[src/rtl/rsmp_pkg.sv]
// rsmp_pkg: shared constants, sequencer state type and control struct for the
// stereo linear resampler. No dependencies.

package rsmp_pkg;

  localparam int RSMP_FRAC_BITS = 32;
  localparam int RSMP_POS_W     = 37;
  localparam int RSMP_SMP_W     = 16;
  localparam int RSMP_MAX_RUN   = 64;
  localparam int RSMP_CNT_W     = $clog2(RSMP_MAX_RUN);

  typedef enum logic [2:0] {
    ST_IDLE,
    ST_CHECK,
    ST_ISSUE_L,
    ST_ISSUE_R,
    ST_DRAIN_L,
    ST_DRAIN_R,
    ST_EMIT,
    ST_FINISH
  } rsmp_state_t;

  // sequencer -> datapath controls
  typedef struct packed {
    logic sel_right;      // feed right channel into the lerp unit
    logic cap_left;       // lerp result is the left sample
    logic cap_right;      // lerp result is the right sample
    logic hold_from_in;   // priming: held frame <- input
    logic hold_from_cur;  // advance: held frame <- current frame
    logic out_valid;
    logic last;
  } rsmp_ctl_t;

endpackage

[src/rtl/rsmp_if.sv]
// rsmp_in_if / rsmp_out_if: valid/ready stream interfaces for input frames
// and interpolated result frames. Depends on rsmp_pkg.

interface rsmp_in_if
  import rsmp_pkg::*;
();
  logic                         valid;
  logic                         ready;
  logic signed [RSMP_SMP_W-1:0] in_left;
  logic signed [RSMP_SMP_W-1:0] in_right;

  modport source (output valid, output in_left, output in_right, input ready);
  modport sink   (input valid, input in_left, input in_right, output ready);
endinterface

interface rsmp_out_if
  import rsmp_pkg::*;
();
  logic                         valid;
  logic                         ready;
  logic signed [RSMP_SMP_W-1:0] out_left;
  logic signed [RSMP_SMP_W-1:0] out_right;
  logic                         last_of_run;

  modport source (output valid, output out_left, output out_right, output last_of_run,
                  input ready);
  modport sink   (input valid, input out_left, input out_right, input last_of_run,
                  output ready);
endinterface

[src/rtl/stereo_linear_resampler_unit.sv]
// stereo_linear_resampler_unit: linear-interpolation sample rate converter.
// The priming frame is only held. Other frames are accepted, checked, then give
// up to 64 outputs via issue, drain and emit (one shared 16x32 multiplier, two
// channels in turn), then finish; a new frame is taken only once back in idle.
// Reset (rst_n, synchronous, active low): phase_step = 1.0, position 0, unprimed.

module stereo_linear_resampler_unit
  import rsmp_pkg::*;
#(
  parameter int FRAC_BITS = RSMP_FRAC_BITS
) (
  input  logic                  clk,
  input  logic                  rst_n,
  rsmp_in_if.sink               in_req,
  rsmp_out_if.source            out_rsp,
  input  logic                  cfg_we,
  input  logic [RSMP_POS_W-1:0] cfg_wdata
);

  localparam logic [RSMP_POS_W-1:0] STEP_RST = RSMP_POS_W'(1) << FRAC_BITS;

  // rate register: input rate / output rate, FRAC_BITS fraction bits
  logic [RSMP_POS_W-1:0] phase_step_r;

  always_ff @(posedge clk) begin
    if (!rst_n) begin
      phase_step_r <= STEP_RST;
    end else if (cfg_we) begin
      phase_step_r <= cfg_wdata;
    end
  end

  // held (previous) frame and current request frame
  logic signed [RSMP_SMP_W-1:0] held_l_r, held_r_r;
  logic signed [RSMP_SMP_W-1:0] cur_l_r, cur_r_r;
  logic signed [RSMP_SMP_W-1:0] out_l_r, out_r_r;
  logic                         in_ready;
  logic [FRAC_BITS-1:0]         frac;
  rsmp_ctl_t                    ctl;
  logic signed [RSMP_SMP_W-1:0] lerp_prev, lerp_cur, lerp_res;
  logic                         in_fire;

  assign in_fire = in_req.valid && in_ready;

  always_ff @(posedge clk) begin
    if (!rst_n) begin
      held_l_r <= '0;
      held_r_r <= '0;
    end else if (ctl.hold_from_in) begin
      held_l_r <= in_req.in_left;
      held_r_r <= in_req.in_right;
    end else if (ctl.hold_from_cur) begin
      held_l_r <= cur_l_r;
      held_r_r <= cur_r_r;
    end
  end

  // payload only, no reset needed
  always_ff @(posedge clk) begin
    if (in_fire) begin
      cur_l_r <= in_req.in_left;
      cur_r_r <= in_req.in_right;
    end
    if (ctl.cap_left)  out_l_r <= lerp_res;
    if (ctl.cap_right) out_r_r <= lerp_res;
  end

  rsmp_seq #(
    .FRAC_BITS (FRAC_BITS)
  ) u_seq (
    .clk        (clk),
    .rst_n      (rst_n),
    .in_valid   (in_req.valid),
    .out_ready  (out_rsp.ready),
    .phase_step (phase_step_r),
    .in_ready   (in_ready),
    .frac       (frac),
    .ctl        (ctl)
  );

  // one lerp unit, left then right channel on consecutive cycles
  assign lerp_prev = ctl.sel_right ? held_r_r : held_l_r;
  assign lerp_cur  = ctl.sel_right ? cur_r_r  : cur_l_r;

  rsmp_lerp #(
    .FRAC_BITS (FRAC_BITS)
  ) u_lerp (
    .clk    (clk),
    .prev   (lerp_prev),
    .cur    (lerp_cur),
    .frac   (frac),
    .result (lerp_res)
  );

  assign in_req.ready        = in_ready;
  assign out_rsp.valid       = ctl.out_valid;
  assign out_rsp.out_left    = out_l_r;
  assign out_rsp.out_right   = out_r_r;
  assign out_rsp.last_of_run = ctl.last;

  // busy while a result is pending
  a_no_ready_with_result: assert property (@(posedge clk) disable iff (!rst_n)
    out_rsp.valid |-> !in_ready)
    else $error("input ready while a result is pending");

  // a non-final result keeps the block busy
  a_busy_after_mid_result: assert property (@(posedge clk) disable iff (!rst_n)
    (out_rsp.valid && out_rsp.ready && !ctl.last) |=> !in_ready)
    else $error("block went idle before the final result");

  // final result returns to idle after the finish cycle
  a_idle_after_last: assert property (@(posedge clk) disable iff (!rst_n)
    (out_rsp.valid && out_rsp.ready && ctl.last) |-> ##2 in_ready)
    else $error("block not idle after final result");

  // an accepted non-priming request always leaves the block busy in the next cycle
  a_busy_after_request: assert property (@(posedge clk) disable iff (!rst_n)
    (in_fire && !ctl.hold_from_in) |=> !in_ready)
    else $error("block ready right after a paired request");

endmodule

[src/rtl/rsmp_lerp.sv]
// rsmp_lerp: shared two-stage interpolation unit, prev + trunc0((cur-prev)*frac).
// One channel per cycle in; the product, then the result, is registered. Depends on rsmp_pkg.

module rsmp_lerp
  import rsmp_pkg::*;
#(
  parameter int FRAC_BITS = RSMP_FRAC_BITS
) (
  input  logic                         clk,
  input  logic signed [RSMP_SMP_W-1:0] prev,
  input  logic signed [RSMP_SMP_W-1:0] cur,
  input  logic        [FRAC_BITS-1:0]  frac,
  output logic signed [RSMP_SMP_W-1:0] result
);

  logic signed [RSMP_SMP_W:0]            diff;
  logic        [RSMP_SMP_W-1:0]          mag;
  logic        [RSMP_SMP_W+FRAC_BITS-1:0] prod_r;
  logic                                  neg_r;
  logic signed [RSMP_SMP_W-1:0]          prev_r;
  logic        [RSMP_SMP_W-1:0]          part;
  logic signed [RSMP_SMP_W:0]            term;
  logic signed [RSMP_SMP_W:0]            sum;
  logic signed [RSMP_SMP_W-1:0]          result_r;

  // |diff| is at most 2^16-1, so 16 bits hold it
  always_comb begin
    diff = (RSMP_SMP_W+1)'(cur) - (RSMP_SMP_W+1)'(prev);
    mag  = diff[RSMP_SMP_W] ? RSMP_SMP_W'(-diff) : diff[RSMP_SMP_W-1:0];
  end

  always_ff @(posedge clk) begin
    prod_r <= (RSMP_SMP_W+FRAC_BITS)'(mag) * (RSMP_SMP_W+FRAC_BITS)'(frac);
    neg_r  <= diff[RSMP_SMP_W];
    prev_r <= prev;
  end

  // truncation toward zero: shift the magnitude, then restore the sign
  always_comb begin
    part = prod_r[FRAC_BITS +: RSMP_SMP_W];
    term = neg_r ? -$signed({1'b0, part}) : $signed({1'b0, part});
    sum  = (RSMP_SMP_W+1)'(prev_r) + term;
  end

  always_ff @(posedge clk) begin
    result_r <= sum[RSMP_SMP_W-1:0];
  end

  assign result = result_r;

endmodule

[src/rtl/rsmp_seq.sv]
// rsmp_seq: sequencer for the resampler; owns the phase accumulator, run
// counter and primed flag, and steps the shared lerp unit. Depends on rsmp_pkg.

module rsmp_seq
  import rsmp_pkg::*;
#(
  parameter int FRAC_BITS = RSMP_FRAC_BITS
) (
  input  logic                  clk,
  input  logic                  rst_n,
  input  logic                  in_valid,
  input  logic                  out_ready,
  input  logic [RSMP_POS_W-1:0] phase_step,
  output logic                  in_ready,
  output logic [FRAC_BITS-1:0]  frac,
  output rsmp_ctl_t             ctl
);

  localparam logic [RSMP_POS_W-1:0] ONE_POS  = RSMP_POS_W'(1) << FRAC_BITS;
  localparam logic [RSMP_CNT_W-1:0] LAST_CNT = RSMP_CNT_W'(RSMP_MAX_RUN - 1);

  rsmp_state_t           state_r, state_nxt;
  logic [RSMP_POS_W-1:0] pos_r;
  logic [RSMP_CNT_W-1:0] cnt_r;
  logic                  last_r;
  logic                  primed_r;

  logic                  pos_below;
  logic [RSMP_POS_W:0]   sum;
  logic [RSMP_POS_W-1:0] pos_sat;
  logic                  sat_below;
  logic                  in_fire;

  always_comb begin
    pos_below = ~|pos_r[RSMP_POS_W-1:FRAC_BITS];
    sum       = {1'b0, pos_r} + {1'b0, phase_step};
    pos_sat   = sum[RSMP_POS_W] ? '1 : sum[RSMP_POS_W-1:0];
    sat_below = ~|pos_sat[RSMP_POS_W-1:FRAC_BITS];
    in_fire   = in_valid && (state_r == ST_IDLE);
  end

  // next state
  always_comb begin
    state_nxt = state_r;
    case (state_r)
      ST_IDLE:    if (in_fire && primed_r) state_nxt = ST_CHECK;
      ST_CHECK:   state_nxt = pos_below ? ST_ISSUE_L : ST_FINISH;
      ST_ISSUE_L: state_nxt = ST_ISSUE_R;
      ST_ISSUE_R: state_nxt = ST_DRAIN_L;
      ST_DRAIN_L: state_nxt = ST_DRAIN_R;
      ST_DRAIN_R: state_nxt = ST_EMIT;
      ST_EMIT: begin
        if (out_ready) state_nxt = last_r ? ST_FINISH : ST_ISSUE_L;
      end
      ST_FINISH:  state_nxt = ST_IDLE;
      default:    state_nxt = ST_IDLE;
    endcase
  end

  // outputs
  always_comb begin
    ctl               = '0;
    ctl.sel_right     = (state_r == ST_ISSUE_R);
    ctl.cap_left      = (state_r == ST_DRAIN_L);
    ctl.cap_right     = (state_r == ST_DRAIN_R);
    ctl.hold_from_in  = in_fire && !primed_r;
    ctl.hold_from_cur = (state_r == ST_FINISH);
    ctl.out_valid     = (state_r == ST_EMIT);
    ctl.last          = last_r;
    in_ready          = (state_r == ST_IDLE);
    frac              = pos_r[FRAC_BITS-1:0];
  end

  always_ff @(posedge clk) begin
    if (!rst_n) begin
      state_r  <= ST_IDLE;
      pos_r    <= '0;
      cnt_r    <= '0;
      last_r   <= 1'b0;
      primed_r <= 1'b0;
    end else begin
      state_r <= state_nxt;
      if (in_fire) begin
        primed_r <= 1'b1;
        cnt_r    <= '0;
      end
      if (state_r == ST_DRAIN_R) begin
        pos_r  <= pos_sat;
        last_r <= !sat_below || (cnt_r == LAST_CNT);
        cnt_r  <= cnt_r + 1'b1;
      end
      if (state_r == ST_FINISH) begin
        pos_r <= pos_below ? '0 : pos_r - ONE_POS;
      end
    end
  end

endmodule
[src/flat_wrapper.sv]
// flat-port wrapper written by rule: the top's interface ports become plain ports
module stereo_linear_resampler_unit_flat import rsmp_pkg::*;
#(
  parameter int FRAC_BITS = RSMP_FRAC_BITS
)
  (clk, rst_n, cfg_we, cfg_wdata, in_req_valid, in_req_in_left, in_req_in_right, in_req_ready, out_rsp_valid, out_rsp_out_left, out_rsp_out_right, out_rsp_last_of_run, out_rsp_ready);
  rsmp_in_if in_req_i ();
  rsmp_out_if out_rsp_i ();
  input  logic clk;
  input  logic rst_n;
  input  logic cfg_we;
  input  logic [RSMP_POS_W-1:0] cfg_wdata;
  input wire logic [$bits(in_req_i.valid)-1:0] in_req_valid;
  input wire logic [$bits(in_req_i.in_left)-1:0] in_req_in_left;
  input wire logic [$bits(in_req_i.in_right)-1:0] in_req_in_right;
  output wire logic [$bits(in_req_i.ready)-1:0] in_req_ready;
  output wire logic [$bits(out_rsp_i.valid)-1:0] out_rsp_valid;
  output wire logic [$bits(out_rsp_i.out_left)-1:0] out_rsp_out_left;
  output wire logic [$bits(out_rsp_i.out_right)-1:0] out_rsp_out_right;
  output wire logic [$bits(out_rsp_i.last_of_run)-1:0] out_rsp_last_of_run;
  input wire logic [$bits(out_rsp_i.ready)-1:0] out_rsp_ready;
  assign in_req_i.valid = in_req_valid;
  assign in_req_i.in_left = in_req_in_left;
  assign in_req_i.in_right = in_req_in_right;
  assign in_req_ready = in_req_i.ready;
  assign out_rsp_valid = out_rsp_i.valid;
  assign out_rsp_out_left = out_rsp_i.out_left;
  assign out_rsp_out_right = out_rsp_i.out_right;
  assign out_rsp_last_of_run = out_rsp_i.last_of_run;
  assign out_rsp_i.ready = out_rsp_ready;
  stereo_linear_resampler_unit #(.FRAC_BITS(FRAC_BITS)) u_core (.clk(clk), .rst_n(rst_n), .in_req(in_req_i), .out_rsp(out_rsp_i), .cfg_we(cfg_we), .cfg_wdata(cfg_wdata));
endmodule
[config.mk]
export PLATFORM = sky130hd
export DESIGN_NAME = stereo_linear_resampler_unit_flat
export DESIGN_NICKNAME = d
export VERILOG_FILES = /design/src/rtl/rsmp_pkg.sv /design/src/rtl/rsmp_if.sv /design/src/rtl/stereo_linear_resampler_unit.sv /design/src/rtl/rsmp_lerp.sv /design/src/rtl/rsmp_seq.sv /design/src/flat_wrapper.sv
export SDC_FILE = /design/constraint.sdc
export NUM_CORES = 2
export LEC_CHECK = 0
export BUFFER_PORTS_ARGS = -buffer_cell sky130_fd_sc_hd__buf_4
export CORE_UTILIZATION = 40
export DETAILED_ROUTE_END_ITERATION = 12
export SLEW_MARGIN = 20
export SYNTH_ARGS = -nofsm -noshare
export SYNTH_HDL_FRONTEND = slang
export SYNTH_SLANG_ARGS = --single-unit
[constraint.sdc]
create_clock -name clk -period 8.99 [get_ports clk]
set_clock_uncertainty 0.2 [all_clocks]
set_input_delay 0.4495 -clock clk [delete_from_list [all_inputs] [get_ports clk]]
set_output_delay 0.4495 -clock clk [all_outputs]
set_load 0.02 [all_outputs]
==> run metrics <==
Syn Inst Count 3267; MaxCap Viol Count 0; CP Depth 40; R2R cell count 40; pwr dens 285.1 nW/um^2; Num CTS Buffers 25; most frequent cell after synthesis inv_1; initial core utilization 0.4062; Die Width 269.1 um; Die ar. 72430 sq um; WP data arrival 9.68 ns; n_diodes 0; CTS tree done; Clock Sinks 230; vias per cell 5.197; FMAX 105.9 MHz; outcome finished, violations left; Hold Crit Depth 4; IO Pins 109; # fillers 6555; Crit path required time 9.22 ns; pin count of the biggest net entering global routing 70; Mapped Avg Cell Area 8.737 sq um; Worst Slack Setup Final -0.4554 ns; Crit Path Category reg -> reg; relative slew slack 0.2268; Place WS -0.6066 ns; Post-DRT Antenna Nets 0; flop2flop setup slack -0.46 ns; Crit. End Element flip-flop; Min Hold Slack 0.03930 ns; cell area after synthesis 28540 sq um; initial antenna violation count 0; CP startpoint kind flip-flop; Post-synth ARST share 0; htree depth 1; vias in the first global route 23811; multiplexer share of the synthesized area 0.02599; gp weighted congestion 0.8698; crit-path max FO 8; cell mode on critical path fa_1; post-synth top area cell fa_1; fin area 34970 sq um; Synth Flop Type dfxtp_1; top cells by area, synth fa_1, dfxtp_1, ha_1; fin. max-slew vios 0; Global Route Usage Sum 0.2307; drt drc 0; unrepaired setup endpoints after global routing true; pin slew with the least headroom to its limit 1.160 ns; Critical R2R Capture u_core.u_lerp.prod_r[47]$_DFF_P_; router iterations before antenna repair 7; Setup-failing EPs final 14; Placeable Area 70270 sq um; detailed-route via count 23413; Slowest cell on crit path or4_4; Post-synth top cells inv_1, nand2_1, fa_1, ha_1, clkbuf_1; Seq cells post-synth 230; violated checks setup timing; first-pass GRT wire length 133000 um; Critical Path Sink u_core.u_lerp.prod_r[47]$_DFF_P_; HPWL after DPL 61840 um; CP max stage delay 0.62 ns; # nets final 4229; main combinational cell family by area after synthesis adder cells; Clock Pin Slew Worst Setup and Hold Paths 0.06 ns; Layout area overhead 22.51%; Tmin final 9.445 ns; worst path bufs/invs 8; syn nets 3950; top-area cell type share of the netlist area 0.2946; CP Launch Point u_core.u_seq.state_r[2]$_SDFFE_PN0P_; compound-gate portion of the synthesized area 0.09328; Post-synth EDFFs 64; adder-cell share of the synthesized area 0.3774; final number of hold-violating endpoints 0; clk_lat worst skew 0.56 ns; GR Overflow Total 0; simple-gate share of the synthesized area 0.1870; sequential element share of the synthesized area 0.1837; final period utilization 1.051; Hold Crit Class in -> reg; Yosys warnings 0; Die Span Y 269.1 um; Max Root-Sink Buffers 3; RR Startpoint u_core.u_seq.state_r[2]$_SDFFE_PN0P_; row count 97; Area after DPL 32020 sq um; routed wire length 84380 um; Synth cell types 72; CTS Root Cell clkbuf_16; Buffers on Ports 108; Final Power 9.969 mW; largest delay contributor family on the critical path adder cells; XOR/XNOR Fraction of Synth Area 0.03125; leakage 16.76 nW; share of layout cells above drive strength 1 0.1694; DR iter-0 viols 1520; Finished Core Util 0.4977; WL/cell 18.73 um; Worst VDD drop 0.6344 mV
==> worst min-delay path, stage by stage <==
cell and delay [ns]:
buf_4 0.11, nand2_1 0.05, nand2_1 0.05, o2111a_1 0.10
==> per-stage QoR <==
| step | setup TNS (ns) | std cells |
|---|---|---|
| 3_5_place_dp | -6.176 | 4344 |
| 6_report | -4.559 | 4505 |
| 4_1_cts | -2.907 | 4481 |
| 2_1_floorplan | 0 | 3267 |
| 5_1_grt | -9.677 | 4505 |
| 3_3_place_gp | -4.584 | 4344 |
==> how the worst min path moves through the flow <==
stage	startpoint	to	slack [ns]
after floorplan	u_core.u_lerp.result[0]$_DFF_P_	u_core.out_rsp.out_left[0]$_DFFE_PP_	0.20
after global routing	in_req_valid	u_core.u_seq.state_r[0]$_SDFFE_PN0P_	0.05
after global placement	u_core.u_lerp.result[0]$_DFF_P_	u_core.out_rsp.out_right[0]$_DFFE_PP_	0.21
after CTS	in_req_valid	u_core.u_seq.state_r[0]$_SDFFE_PN0P_	0.02
final	in_req_valid	u_core.u_seq.state_r[0]$_SDFFE_PN0P_	0.04
after detailed placement	u_core.u_lerp.result[6]$_DFF_P_	u_core.out_rsp.out_left[6]$_DFFE_PP_	0.21
==> state kept, by name, summed over array words and instances, names as in the netlist <==
register and cells:
u_core.u_seq.last_r 1, u_core.out_rsp.out_left 16, u_core.out_rsp.out_right 16, u_core.u_seq.state_r 3, u_core.u_lerp.result 16, u_core.phase_step_r 37
u_core.u_lerp.prev_r 16, u_core.cur_l_r 16, u_core.held_l_r 16, u_core.held_r_r 16, u_core.u_seq.cnt_r 6, u_core.u_seq.pos_r 37
u_core.u_lerp.neg_r 1, u_core.cur_r_r 16, u_core.u_seq.primed_r 1, u_core.u_lerp.prod_r 16
==> cell type report <==
type	instances	area (sq um)	share of cell area
multi-input cells	2270	21420	0.6124
flip-flops and latches	230	5255	0.1503
repair buffers	457	4205	0.1203
inverters	562	2115	0.06047
well taps	940	1176	0.03363
clock buffers	32	651.9	0.01864
clock inverters	14	152.6	0.004365
==> routing by layer <==
layer	wire, um	GRT usage
met4	3130	0.07353
met2	39510	0.3814
met5	0	0
met1	36890	0.3133
met3	4842	0.02894
==> logic make-up (layout without fill, tap and decap cells) <==
logic type | after synthesis | after routing
AND/OR/NAND/NOR | 1087 | 1088
flip-flops | 230 | 230
XOR/XNOR | 101 | 101
AO/OA/AOI/OAI | 400 | 400
buffers and inverters | 768 | 1065
multiplexers | 72 | 72
adder cells (fa/ha/maj) | 609 | 609
==> cells in the final DEF, fill, tap and decap left out, types with 28 or more instances in the layout <==
master / n
dlygate4sd3_1: 69
buf_12: 28
nand4_1: 101
inv_1: 550
and2_1: 117
clkbuf_16: 28
buf_4: 326
nor2_1: 77
a21oi_1: 82
mux2i_1: 48
o21ai_0: 81
nand2_1: 474
edfxtp_1: 64
nor2b_1: 55
dfxtp_1: 162
o211a_1: 34
xnor2_1: 59
a21o_1: 32
nand3_1: 113
ha_1: 171
fa_1: 406
nand2b_1: 33
==> where the power goes <==
group / internal (mW) / total [mW] / switching (mW)
sequential: 1.26 / 1.38 / 0.113
clock: 0.581 / 1.05 / 0.464
combinational: 3.11 / 7.55 / 4.44
==> what timing repair did <==
item                                    CTS  global route
hold buffers                             69             0
setup buffers                            18            22
pin swaps                                25            48
gates resized for setup                  96            94
cloned                                    5             4
endpoints found under the setup margin   15            16
endpoints found under the hold margin   101             0
No activity file was read; power rests on OpenSTA's default activity.
